$ cat config.mk
export PLATFORM = sky130hd
export DESIGN_NAME = skis_front
export DESIGN_NICKNAME = d
export VERILOG_FILES = /design/src/hdl/skis_pkg.sv /design/src/hdl/skis_front.sv
export SDC_FILE = /design/constraint.sdc
export NUM_CORES = 1
export LEC_CHECK = 0
export BUFFER_PORTS_ARGS = -buffer_cell sky130_fd_sc_hd__buf_2
export CAP_MARGIN = 25
export CORE_MARGIN = 2
export CORE_UTILIZATION = 60
export CTS_CLUSTER_SIZE = 14
export DETAILED_ROUTE_END_ITERATION = 12
export PLACE_DENSITY = 0.8
export SETUP_SLACK_MARGIN = 0.1
export SLEW_MARGIN = 20
export SYNTH_ARGS = -nofsm -noshare
export SYNTH_HDL_FRONTEND = slang
export SYNTH_SLANG_ARGS = --single-unit
$ cat constraint.sdc
create_clock -name clock -period 17.82 [get_ports clock]
set_input_delay 5.346 -clock clock [delete_from_list [all_inputs] [get_ports clock]]
set_output_delay 5.346 -clock clock [all_outputs]
set_load 0.02 [all_outputs]
$ cat src/hdl/skis_pkg.sv
package skis_pkg;

   // Store geometry
   localparam int MAX_KEYS   = 1024;
   localparam int KEY_BITS   = 16;
   localparam int STORE_SIZE = MAX_KEYS + 1;
   localparam int ADDR_BITS  = $clog2(STORE_SIZE);

   // Fixed field widths
   localparam int CSR_BITS   = 11;
   localparam int SLOT_BITS  = 11;
   localparam int FIELD_BITS = 16;
   localparam int INDEX_BITS = 10;

   // Seed product: count times Q0.16 fraction
   localparam int PROD_BITS  = ADDR_BITS + FIELD_BITS;

   // Queue between front and back
   localparam int QUEUE_DEPTH = 4;
   localparam int QPTR_BITS   = $clog2(QUEUE_DEPTH);
   localparam int QCNT_BITS   = $clog2(QUEUE_DEPTH + 1);

   // Command codes
   localparam logic CMD_LOAD  = 1'b0;
   localparam logic CMD_QUERY = 1'b1;

   // One classified request waiting for the back end
   typedef struct packed {
      logic                  is_query;
      logic                  slot_ok;
      logic [ADDR_BITS-1:0]  slot;
      logic [KEY_BITS-1:0]   key;
      logic [FIELD_BITS-1:0] target;
      logic [ADDR_BITS-1:0]  seed;
   } item_type;

   // Queue handshake toward the back end
   typedef struct packed {
      logic     empty;
      item_type head;
   } queue_type;

   typedef enum logic [2:0] {
      ST_IDLE,
      ST_CHK_LO,
      ST_CHK_HI,
      ST_CHK_S,
      ST_CHK_S1,
      ST_PROBE,
      ST_EVAL,
      ST_DONE
   } state_type;

endpackage

$ cat src/hdl/skis_front.sv
module skis_front (
   input  logic                                clock,
   input  logic                                reset,
   input  logic                                req_push,
   output logic                                req_full,
   input  logic                                req_cmd,
   input  logic [skis_pkg::SLOT_BITS-1:0]      req_load_slot,
   input  logic [skis_pkg::FIELD_BITS-1:0]     req_key_value,
   input  logic [skis_pkg::FIELD_BITS-1:0]     req_frame_fraction,
   input  logic [skis_pkg::FIELD_BITS-1:0]     req_target_key,
   input  logic [skis_pkg::ADDR_BITS-1:0]      eff_count,
   input  logic                                q_pop,
   output skis_pkg::queue_type                 q_out
);

   skis_pkg::item_type                  queue_ff [skis_pkg::QUEUE_DEPTH];
   skis_pkg::item_type                  item_in;
   logic [skis_pkg::QPTR_BITS-1:0]      wr_ptr_ff, wr_ptr_in;
   logic [skis_pkg::QPTR_BITS-1:0]      rd_ptr_ff, rd_ptr_in;
   logic [skis_pkg::QCNT_BITS-1:0]      count_ff, count_in;
   logic [skis_pkg::PROD_BITS-1:0]      product;
   logic [skis_pkg::ADDR_BITS-1:0]      seed_raw;
   logic [skis_pkg::ADDR_BITS-1:0]      seed_max;
   logic                                push_ok;
   logic                                pop_ok;

   // Seed the first probe: floor(count * fraction), held below count
   always_comb begin
      product  = skis_pkg::PROD_BITS'(eff_count) * skis_pkg::PROD_BITS'(req_frame_fraction);
      seed_raw = product[skis_pkg::PROD_BITS-1:skis_pkg::FIELD_BITS];
      seed_max = eff_count - skis_pkg::ADDR_BITS'(1);
   end

   // Classify the request
   always_comb begin
      item_in.is_query = (req_cmd == skis_pkg::CMD_QUERY);
      item_in.slot_ok  = (32'(req_load_slot) <= 32'(skis_pkg::MAX_KEYS));
      item_in.slot     = skis_pkg::ADDR_BITS'(req_load_slot);
      item_in.key      = req_key_value[skis_pkg::KEY_BITS-1:0];
      item_in.target   = req_target_key;
      item_in.seed     = (seed_raw > seed_max) ? seed_max : seed_raw;
   end

   // Advance pointers and fill count
   always_comb begin
      push_ok   = req_push && !req_full;
      pop_ok    = q_pop && !q_out.empty;
      wr_ptr_in = wr_ptr_ff + skis_pkg::QPTR_BITS'(push_ok);
      rd_ptr_in = rd_ptr_ff + skis_pkg::QPTR_BITS'(pop_ok);
      count_in  = count_ff + skis_pkg::QCNT_BITS'(push_ok) - skis_pkg::QCNT_BITS'(pop_ok);
   end

   always_ff @(posedge clock) begin
      if (reset) begin
         wr_ptr_ff <= '0;
         rd_ptr_ff <= '0;
         count_ff  <= '0;
      end else begin
         wr_ptr_ff <= wr_ptr_in;
         rd_ptr_ff <= rd_ptr_in;
         count_ff  <= count_in;
      end
   end

   // Store the classified request
   always_ff @(posedge clock) begin
      if (push_ok) begin
         queue_ff[wr_ptr_ff] <= item_in;
      end
   end

   assign req_full    = (count_ff == skis_pkg::QCNT_BITS'(skis_pkg::QUEUE_DEPTH));
   assign q_out.empty = (count_ff == '0);
   assign q_out.head  = queue_ff[rd_ptr_ff];

endmodule

After elaboration in Yosys (flattened, before gate mapping)
Memory sizes are Yosys's and may differ from the RTL's. A register that Yosys moved wholly into a read port is not among the register bits.
Cells that the tools add are included.
{"block": "totals", "input_bits": 75, "rom_bits": 0, "memories": 1, "regBits": 7, "latchBits": 0, "ram_bits": 224}
{"memory": "queue_ff", "depth": 4, "word_bits": 56, "rd": 1, "rd_ports_with_merged_regs": 1, "write_ports": 1, "line_no": "skis_front.sv:16", "source": "skis_pkg::item_type queue_ff [skis_pkg::QUEUE_DEPTH];"}
{"block": "op_classes", "n_eq_ne": 1, "n_reduce_logical": 5, "shift": 0, "n_mux": 4, "order_cmp": 2, "multipliers": 1, "n_bitwise": 0, "div": 0, "n_addsub": 5}
{"operator": "11-bit by 16-bit multiplier with 27-bit output", "n": 1}
{"operator": "11-bit > comparator", "n": 1}
{"operator": "11-bit less-or-equal comparator (second input constant)", "n": 1}
{"operator": "11-bit two-way mux", "n": 1}
{"operator": "11-bit by 1-bit subtractor with 11-bit output (second input constant)", "n": 1}
{"operator": "2-bit by 1-bit adder with 2-bit output", "n": 2}
{"operator": "3-bit by 1-bit adder with 3-bit output", "n": 1}
{"operator": "3-bit equality test (second input constant)", "n": 1}
{"operator": "3-bit logical NOT", "n": 1}
{"operator": "3-bit by 1-bit subtractor with 3-bit output", "n": 1}
{"operator": "1-bit logical AND", "n": 2}
{"operator": "1-bit logical NOT", "n": 2}
{"operator": "1-bit two-way mux", "n": 2}
{"operator": "2-bit two-way mux", "n": 1}

Logic depth before layout (Yosys ltp)
Gate-level depths: netlist of the first run.
{"block": "logic_depth", "word_depth": 5, "mapped_depth": 29}

Worst setup path before layout of the first run
No wires, ideal clock.
{"block": "synth_path", "path_type": "in2reg", "startpoint": "in eff_count[2] (netlist name)", "endpoint": "mem queue_ff[0][5] (netlist name) (data pin)", "path_slack_ps": 5980, "setup_ps": 282, "arrival_time_ps": 11559, "cell_stages": 27, "t_required_ps": 17538, "cell_sequence": "clkbuf_1 -> clkbuf_1 -> nand2_1 -> fa_1 -> inv_1 -> fa_1 -> inv_1 -> fa_1 -> inv_1 -> fa_1 -> inv_1 -> fa_1 -> inv_1 -> ha_1 -> buf_4 -> a21oi_1 -> o21ai_0 -> a31oi_1 -> o21ai_0 -> nor3_2 -> nor2_1 -> ha_1 -> a211o_1 -> nor4_2 -> nor2_1 -> a2111oi_0 -> nor3_1"}
{"element": "start, declared", "line_no": "skis_front.sv:11", "source": "input logic [skis_pkg::ADDR_BITS-1:0] eff_count,"}
{"element": "end, declared", "line_no": "skis_front.sv:16"}

==> results.txt, run 1 <==
status: complete, no violations
Post-Syn Area: 14700 um^2
RSZ-0062 raised after global routing: no
most numerous cell in the Yosys netlist: edfxtp_1
CTS Hold Buffers Added: 0
Final setup viols: 0
Die Span X: 160 um
post-CTS sizing: 0
Leakage: 6.56 nW
post-route insts no fill: 1540
relative slew slack: 42.7%
WP data arrival: 12.37 ns
largest family of logic cells by synthesized area: adder cells
final antenna-violating net count: 0
Final HPWL DP: 21700 um
WL final: 32900 um
clock latency on the worst-skew pair: 0.51 ns
cell depth of the worst min-delay path: 2
Min-Delay Endpoint: count_ff[2]$_SDFF_PP0_
pwr dens: 184 nW/um^2
CTS Buffer Depth: 3
Post-synth EDFFs: 224
Seq/Total Area, Yosys: 46.8%
drt via density: 5.93
Worst R2R Path Depth: 10
IO buf count: 132
fraction of synthesized area in multiplexers: 8.81%
Max Fclk: 0.0826 GHz
RD Place Congestion: 0.903
Seq cells post-synth: 231
leading area contributor after synthesis: edfxtp_1
Synth top cells by count: edfxtp_1, inv_1, fa_1
ys async rst share: 0%
Die Ht: 160 um
Critical Path Start Type: input pin
hold crit path type: register to register
syn_nets: 1364
CTS Buf Count: 23
Max Clock Skew: 0.0136 ns
reg2reg end: count_ff[2]$_SDFF_PP0_
max-cap viol count: 0
Synth Area in Compound Gates: 3.89%
measured slew at the worst slew-check pin: 0.859 ns
CP max FO: 20
Wirelength per Cell: 21.4 um
die area: 25700 um^2
reg-to-reg slack, setup: 15.49 ns
DR vias: 9128
first-pass GRT wire length: 53400 um
most area-consuming cells after synthesis: edfxtp_1, fa_1, mux4_2
Peak VDD IR: 0.111 mV
Adder-Cell Fraction of Synth Area: 23.7%
Core Footprint: 24200 um^2
fill count: 1664
GRT overflow: 0
total power: 3.00 mW
final hold viol count: 0
Mapped Cells: 1086
placed inst area: 15600 um^2
root buffer cell: clkbuf_16
final worst-path cycle share: 67.9%
Post-Synth Simple-Gate Area: 10.1%
first-pass iteration count of the detailed router: 5
worst reg2reg startpoint: count_ff[2]$_SDFF_PP0_
worst setup margin: 5.72 ns
CP required: 18.09 ns
final setup TNS: 0 ns
row count: 57
Net count, final: 1476
Final Instance Area: 16300 um^2
clock-pin slew of the registers on the worst-case setup and hold paths: 0.06 ns
Crit. End Element: register
worst hold start: count_ff[2]$_SDFF_PP0_
Yosys cell types: 60
top_reg_cell synth: edfxtp_1
dpl cells: 1497
fin util: 67.5%
post-synthesis xor/xnor area fraction: 1.31%
DRC: 0
GRT Util Overall: 26.7%
initial drt markers: 803
clock period minus worst slack: 12.10 ns
max-slew violations: 0
Yosys top cell area share: 45.8%
IO Pins: 133
vias in the first global route: 9803
Ys Warns: 0
Post-CTS Setup Inserts: 0
initial antenna violation count: 1
average size of a mapped cell: 13.5 um^2
Syn-to-layout area delta: 11.2%
total number of H-tree levels: 1
Hold WS: 0.560 ns
share of cells above drive strength 1: 21.0%
CTS Sinks: 231
CP Class: input pin to register
Initial Util: 60.7%
pre-CTS setup slack: 5.28 ns
largest net degree at the start of global routing: 57
CTS tree: yes
-- per-layer routing --
metal  GRT usage (%)  up-vias  wire length [um]
li1                -     3994                 -
met1            34.7     4697             13000
met2            48.0      384             17300
met3            3.56       53              1930
met4            6.84        0               670
met5               0        -                 0
-- registers in the layout, summed over array words and instances, names as in the netlist --
register and cells:
count_ff 3, queue_ff 224, rd_ptr_ff 2, wr_ptr_ff 2
-- cell families (layout without fill, tap and decap cells) --
kind of cell	after synthesis	count (layout)
compound gates	78	78
xor+xnor	22	22
fa+ha+maj	203	203
buf+inv	203	332
flops	231	231
mux	59	59
other cells	0	1
simple gates	290	290
-- where the power goes --
group / internal, mW / switching, mW
clock: 0.269 / 0.200
sequential: 0.788 / 0.0370
combinational: 0.645 / 1.06
total: 1.70 / 1.30
-- worst max path at each step --
stage / start / slack (ns) / to
final: eff_count[2] / 5.72 / queue_ff[2][5]$_DFFE_PP_
after global routing: eff_count[2] / 5.34 / queue_ff[3][6]$_DFFE_PP_
after CTS: eff_count[2] / 5.82 / queue_ff[2][5]$_DFFE_PP_
after detailed placement: eff_count[2] / 5.28 / queue_ff[3][5]$_DFFE_PP_
after global placement: eff_count[2] / 5.55 / queue_ff[0][5]$_DFFE_PP_
after floorplan: eff_count[2] / 5.98 / queue_ff[0][5]$_DFFE_PP_
-- worst max-delay path: stages --
cell,delay (ns)
buf_2,0.36
nand2_1,0.16
fa_1,0.56
inv_1,0.06
fa_1,0.51
inv_1,0.06
fa_1,0.53
inv_1,0.05
fa_1,0.47
inv_1,0.05
fa_1,0.47
inv_1,0.04
ha_1,0.39
a21oi_1,0.36
o21ai_0,0.17
a31oi_1,0.20
o21ai_0,0.13
nor3_2,0.23
nor2_1,0.08
ha_1,0.35
a211o_1,0.31
nor4_2,0.42
nor2_1,0.21
buf_4,0.23
mux2_2,0.27
nor3_1,0.32
-- cell type report --
cell class | instances | area [um^2] | area share [%]
Multi-Input combinational cell | 652 | 7040 | 43.1
Timing Repair Buffer | 139 | 713 | 4.37
Tap cell | 324 | 405 | 2.48
Inverter | 151 | 567 | 3.47
Clock inverter | 14 | 136 | 0.835
Antenna cell | 1 | 2.50 | 0.0153
Clock buffer | 28 | 594 | 3.64
Sequential cell | 231 | 6870 | 42.1
-- layout by cell type, fill, tap and decap left out, types with 3 or more instances in the layout --
cell | Yosys | routed
o21a_1 | 8 | 8
a31oi_1 | 4 | 4
nand3_1 | 12 | 12
mux4_2 | 56 | 56
edfxtp_1 | 224 | 224
nand4_1 | 8 | 8
nor2_1 | 22 | 21
ha_1 | 78 | 78
clkinv_2 | 0 | 5
buf_4 | 4 | 7
a21o_1 | 3 | 3
nor3_1 | 16 | 15
nand2_1 | 118 | 118
and2_2 | 4 | 4
a211oi_1 | 6 | 6
o211ai_1 | 7 | 7
a21oi_1 | 20 | 20
buf_2 | 6 | 132
clkbuf_16 | 0 | 23
xnor2_1 | 13 | 13
clkinv_1 | 0 | 4
and2_1 | 80 | 80
o21ai_0 | 13 | 13
clkbuf_1 | 37 | 5
dfxtp_1 | 7 | 5
inv_1 | 151 | 151
nor2b_1 | 4 | 4
xor2_1 | 9 | 9
fa_1 | 125 | 125
Note: power is estimated with default switching activity, not from simulation.
==> run 2: changes to the inputs <==
--- a/config.mk
+++ b/config.mk
@@ -5,13 +5,14 @@
 export SDC_FILE = /design/constraint.sdc
 export NUM_CORES = 1
 export LEC_CHECK = 0
+export ABC_AREA = 1
 export BUFFER_PORTS_ARGS = -buffer_cell sky130_fd_sc_hd__buf_2
 export CAP_MARGIN = 25
 export CORE_MARGIN = 2
-export CORE_UTILIZATION = 60
+export CORE_UTILIZATION = 55
 export CTS_CLUSTER_SIZE = 14
 export DETAILED_ROUTE_END_ITERATION = 12
-export PLACE_DENSITY = 0.8
+export PLACE_DENSITY = 0.77
 export SETUP_SLACK_MARGIN = 0.1
 export SLEW_MARGIN = 20
 export SYNTH_ARGS = -nofsm -noshare
==> constraint.sdc (replaced) <==
create_clock -name clock -period 10 [get_ports clock]
set_input_delay 3 -clock clock [delete_from_list [all_inputs] [get_ports clock]]
set_output_delay 3 -clock clock [all_outputs]
set_load 0.02 [all_outputs]
==> run 2 against run 1 <==
  * Critical path depth rose by 2
  * Register-to-register slack got worse by 7.9 ns
  * First-iteration DRC count rose by 9.6%
  * Global-route usage fell by 3.6 points
  * Core utilization fell by 6.1 points
  * Wire length rose by 0.23%
  * Count of clock-buffer cells in the layout rose by 2
  * Largest power group unchanged
==> results.txt, run 2 <==
clock period minus worst slack: 8.87 ns
total number of H-tree levels: 1 (unchanged)
cell depth of the worst setup path: 28 (+7.7%)
Worst R2R Path Depth: 10 (unchanged)
Seq/Total Area, Yosys: 44.5% (-2.2 points)
crit path to: queue_ff[3][9]$_DFFE_PP_
relative slew slack: 42.4% (-0.35 points)
clock-pin slew of the registers on the worst-case setup and hold paths: 0.06 ns (about the same)
first-pass GRT wire length: 54800 um (+2.7%)
IO Pins: 133 (unchanged)
largest net degree at the start of global routing: 90 (+58%)
CTS Hold Buffers Added: 0 (unchanged)
CP required: 10.24 ns (-7.85 ns)
Post-CTS Setup Inserts: 0 (unchanged)
most area-consuming cells after synthesis: edfxtp_1, fa_1, inv_1
CTS Buf Count: 23 (unchanged)
Net count, final: 1931 (+31%)
CP Class: input pin to register
ys async rst share: 0% (unchanged)
RD Place Congestion: 0.905 (+0.19%)
CTS Sinks: 231 (unchanged)
CTS Buffer Depth: 3 (unchanged)
leading area contributor after synthesis: edfxtp_1
placed inst area: 16300 um^2 (+4.4%)
post-CTS sizing: 0 (unchanged)
worst setup margin: 1.13 ns (-4.59 ns)
pre-CTS setup slack: 0.663 ns (-4.62 ns)
most frequent cells in the layout: inv_1, nand2_1, edfxtp_1
share of cells above drive strength 1: 13.1% (-7.9 points)
Crit. End Element: register
RSZ-0062 raised after global routing: no
GRT Util Overall: 23.1% (-3.6 points)
Hold WS: 0.580 ns (+0.0199 ns)
Wirelength per Cell: 16.1 um (-25%)
Final HPWL DP: 23200 um (+6.8%)
CP max FO: 21 (+5.0%)
clock latency on the worst-skew pair: 0.51 ns (about the same)
initial drt markers: 880 (+9.6%)
die area: 29400 um^2 (+14%)
Final Instance Area: 17000 um^2 (+4.2%)
Critical Path Start Type: input pin
final hold viol count: 0 (unchanged)
status: complete, no violations
measured slew at the worst slew-check pin: 0.865 ns (+0.00525 ns)
Syn-to-layout area delta: 10.3%
cell mode on critical path: inv_1
Initial Util: 55.7% (-5.1 points)
Yosys top cell area share: 43.6% (-2.2 points)
Regs by FF count: queue_ff (224), count_ff (3)
most numerous cell in the Yosys netlist: inv_1
dpl cells: 2006 (+34%)
DR vias: 11000 (+21%)
IO buf count: 132 (unchanged)
root buffer cell: clkbuf_16
WP data arrival: 9.10 ns (-3.27 ns)
CP top delay family: adder cells
Seq cells post-synth: 231 (unchanged)
commonest non-fill, non-tap cell in the layout: inv_1
first-pass iteration count of the detailed router: 5 (unchanged)
Leakage: 7.90 nW (+21%)
post-route insts no fill: 2049 (+33%)
reg-to-reg slack, setup: 7.60 ns (-7.89 ns)
WL final: 33000 um (+0.23%)
max reg flops: 224 (unchanged)
drt via density: 5.38 (-9.2%)
final setup TNS: 0 ns (unchanged)
Ys Warns: 0 (unchanged)
syn_nets: 1841 (+35%)
Worst Setup SP: eff_count[3]
worst reg2reg startpoint: count_ff[1]$_SDFF_PP0_
max-slew violations: 0 (unchanged)
final antenna-violating net count: 0 (unchanged)
max-cap viol count: 0 (unchanged)
row count: 61 (+7.0%)
Synth top cells by count: inv_1, nand2_1, edfxtp_1
average size of a mapped cell: 9.87 um^2 (-27%)
Post-synth EDFFs: 224 (unchanged)
Crit-path slowest cell: fa_1
Max Clock Skew: 0.0100 ns (-0.00358 ns)
hold crit path type: register to register
Bufs and invs on worst path: 7 (unchanged)
vias in the first global route: 11300 (+15%)
slowest cell delay on critical path: 0.53 ns (-0.03 ns)
top_reg_cell synth: edfxtp_1
reg2reg end: count_ff[2]$_SDFF_PP0_
Die Ht: 171 um (+6.9%)
CTS tree: yes
pwr dens: 315 nW/um^2 (+71%)
initial antenna violation count: 3 (+2)
Final setup viols: 0 (unchanged)
Core Footprint: 27700 um^2 (+15%)
GRT overflow: 0 (unchanged)
fin util: 61.4% (-6.1 points)
Yosys cell types: 48 (-20%)
total power: 5.36 mW (+78%)
Largest Register: queue_ff
DRC: 0 (unchanged)
Die Span X: 171 um (+6.9%)
final worst-path cycle share: 88.7%
Max Fclk: 0.113 GHz
Peak VDD IR: 0.183 mV (+64%)
Post-Syn Area: 15400 um^2 (+5.0%)
Mapped Cells: 1563 (+44%)
==> run 2: cell types whose count changed in the layout (fill, tap and decap cells not counted), sizes merged, moves of 9 or more <==
cell,before,now
nand2,118,291
o22ai,0,56
nor2,22,167
o21ai,14,124
inv,153,292
and2,84,4
mux4,56,0
or2,0,9
nand3,12,31
==> run 2: how the worst min path moves through the flow <==
stage	start	to	slack (ns)	depth (start not counted)
after floorplan	wr_ptr_ff[1]$_SDFF_PP0_	wr_ptr_ff[1]$_SDFF_PP0_	0.52	2
after global placement	wr_ptr_ff[1]$_SDFF_PP0_	wr_ptr_ff[1]$_SDFF_PP0_	0.57	2
after detailed placement	wr_ptr_ff[1]$_SDFF_PP0_	wr_ptr_ff[1]$_SDFF_PP0_	0.58	2
after CTS	wr_ptr_ff[1]$_SDFF_PP0_	wr_ptr_ff[1]$_SDFF_PP0_	0.59	2
after global routing	wr_ptr_ff[1]$_SDFF_PP0_	wr_ptr_ff[1]$_SDFF_PP0_	0.62	2
final	wr_ptr_ff[1]$_SDFF_PP0_	wr_ptr_ff[1]$_SDFF_PP0_	0.58	2
==> run 2: metal layers <==
layer  wire (um)  GRT usage, %  up-vias
li1            -             -     5201
met1       14000          30.0     5400
met2       16400          41.2      358
met3        1920          3.31       63
met4         639          5.27        2
met5          11             0        -
==> run 2: layout make-up <==
class                      count  area, um^2
antenna                        2        5.00
clock buffer                  30         602
clock inverter                11         118
fill                        2224       10700
inverter                     291        1090
multi-input combinational    966        7130
sequential                   231        6870
tap                          378         473
timing repair buffer         140         721
==> run 2: kinds of logic after synthesis <==
kind of cell,synth area share (%)
buf+inv,9.38
xor+xnor,0.901
flops,44.5
compound gates,7.79
simple gates,14.8
fa+ha+maj,22.6
==> run 2: worst min-delay path, cell delays in order, from the launching register on <==
cell,delay (ns)
dfxtp_1,0.35
xnor2_1,0.15
nor2_1,0.04
==> run 2: where the power goes <==
part,switching (mW),internal [mW],total (mW)
Sequential,0.0488,1.37,1.42
Clock,0.340,0.478,0.818
Combinational,2.09,1.04,3.13
Total,2.48,2.88,5.36
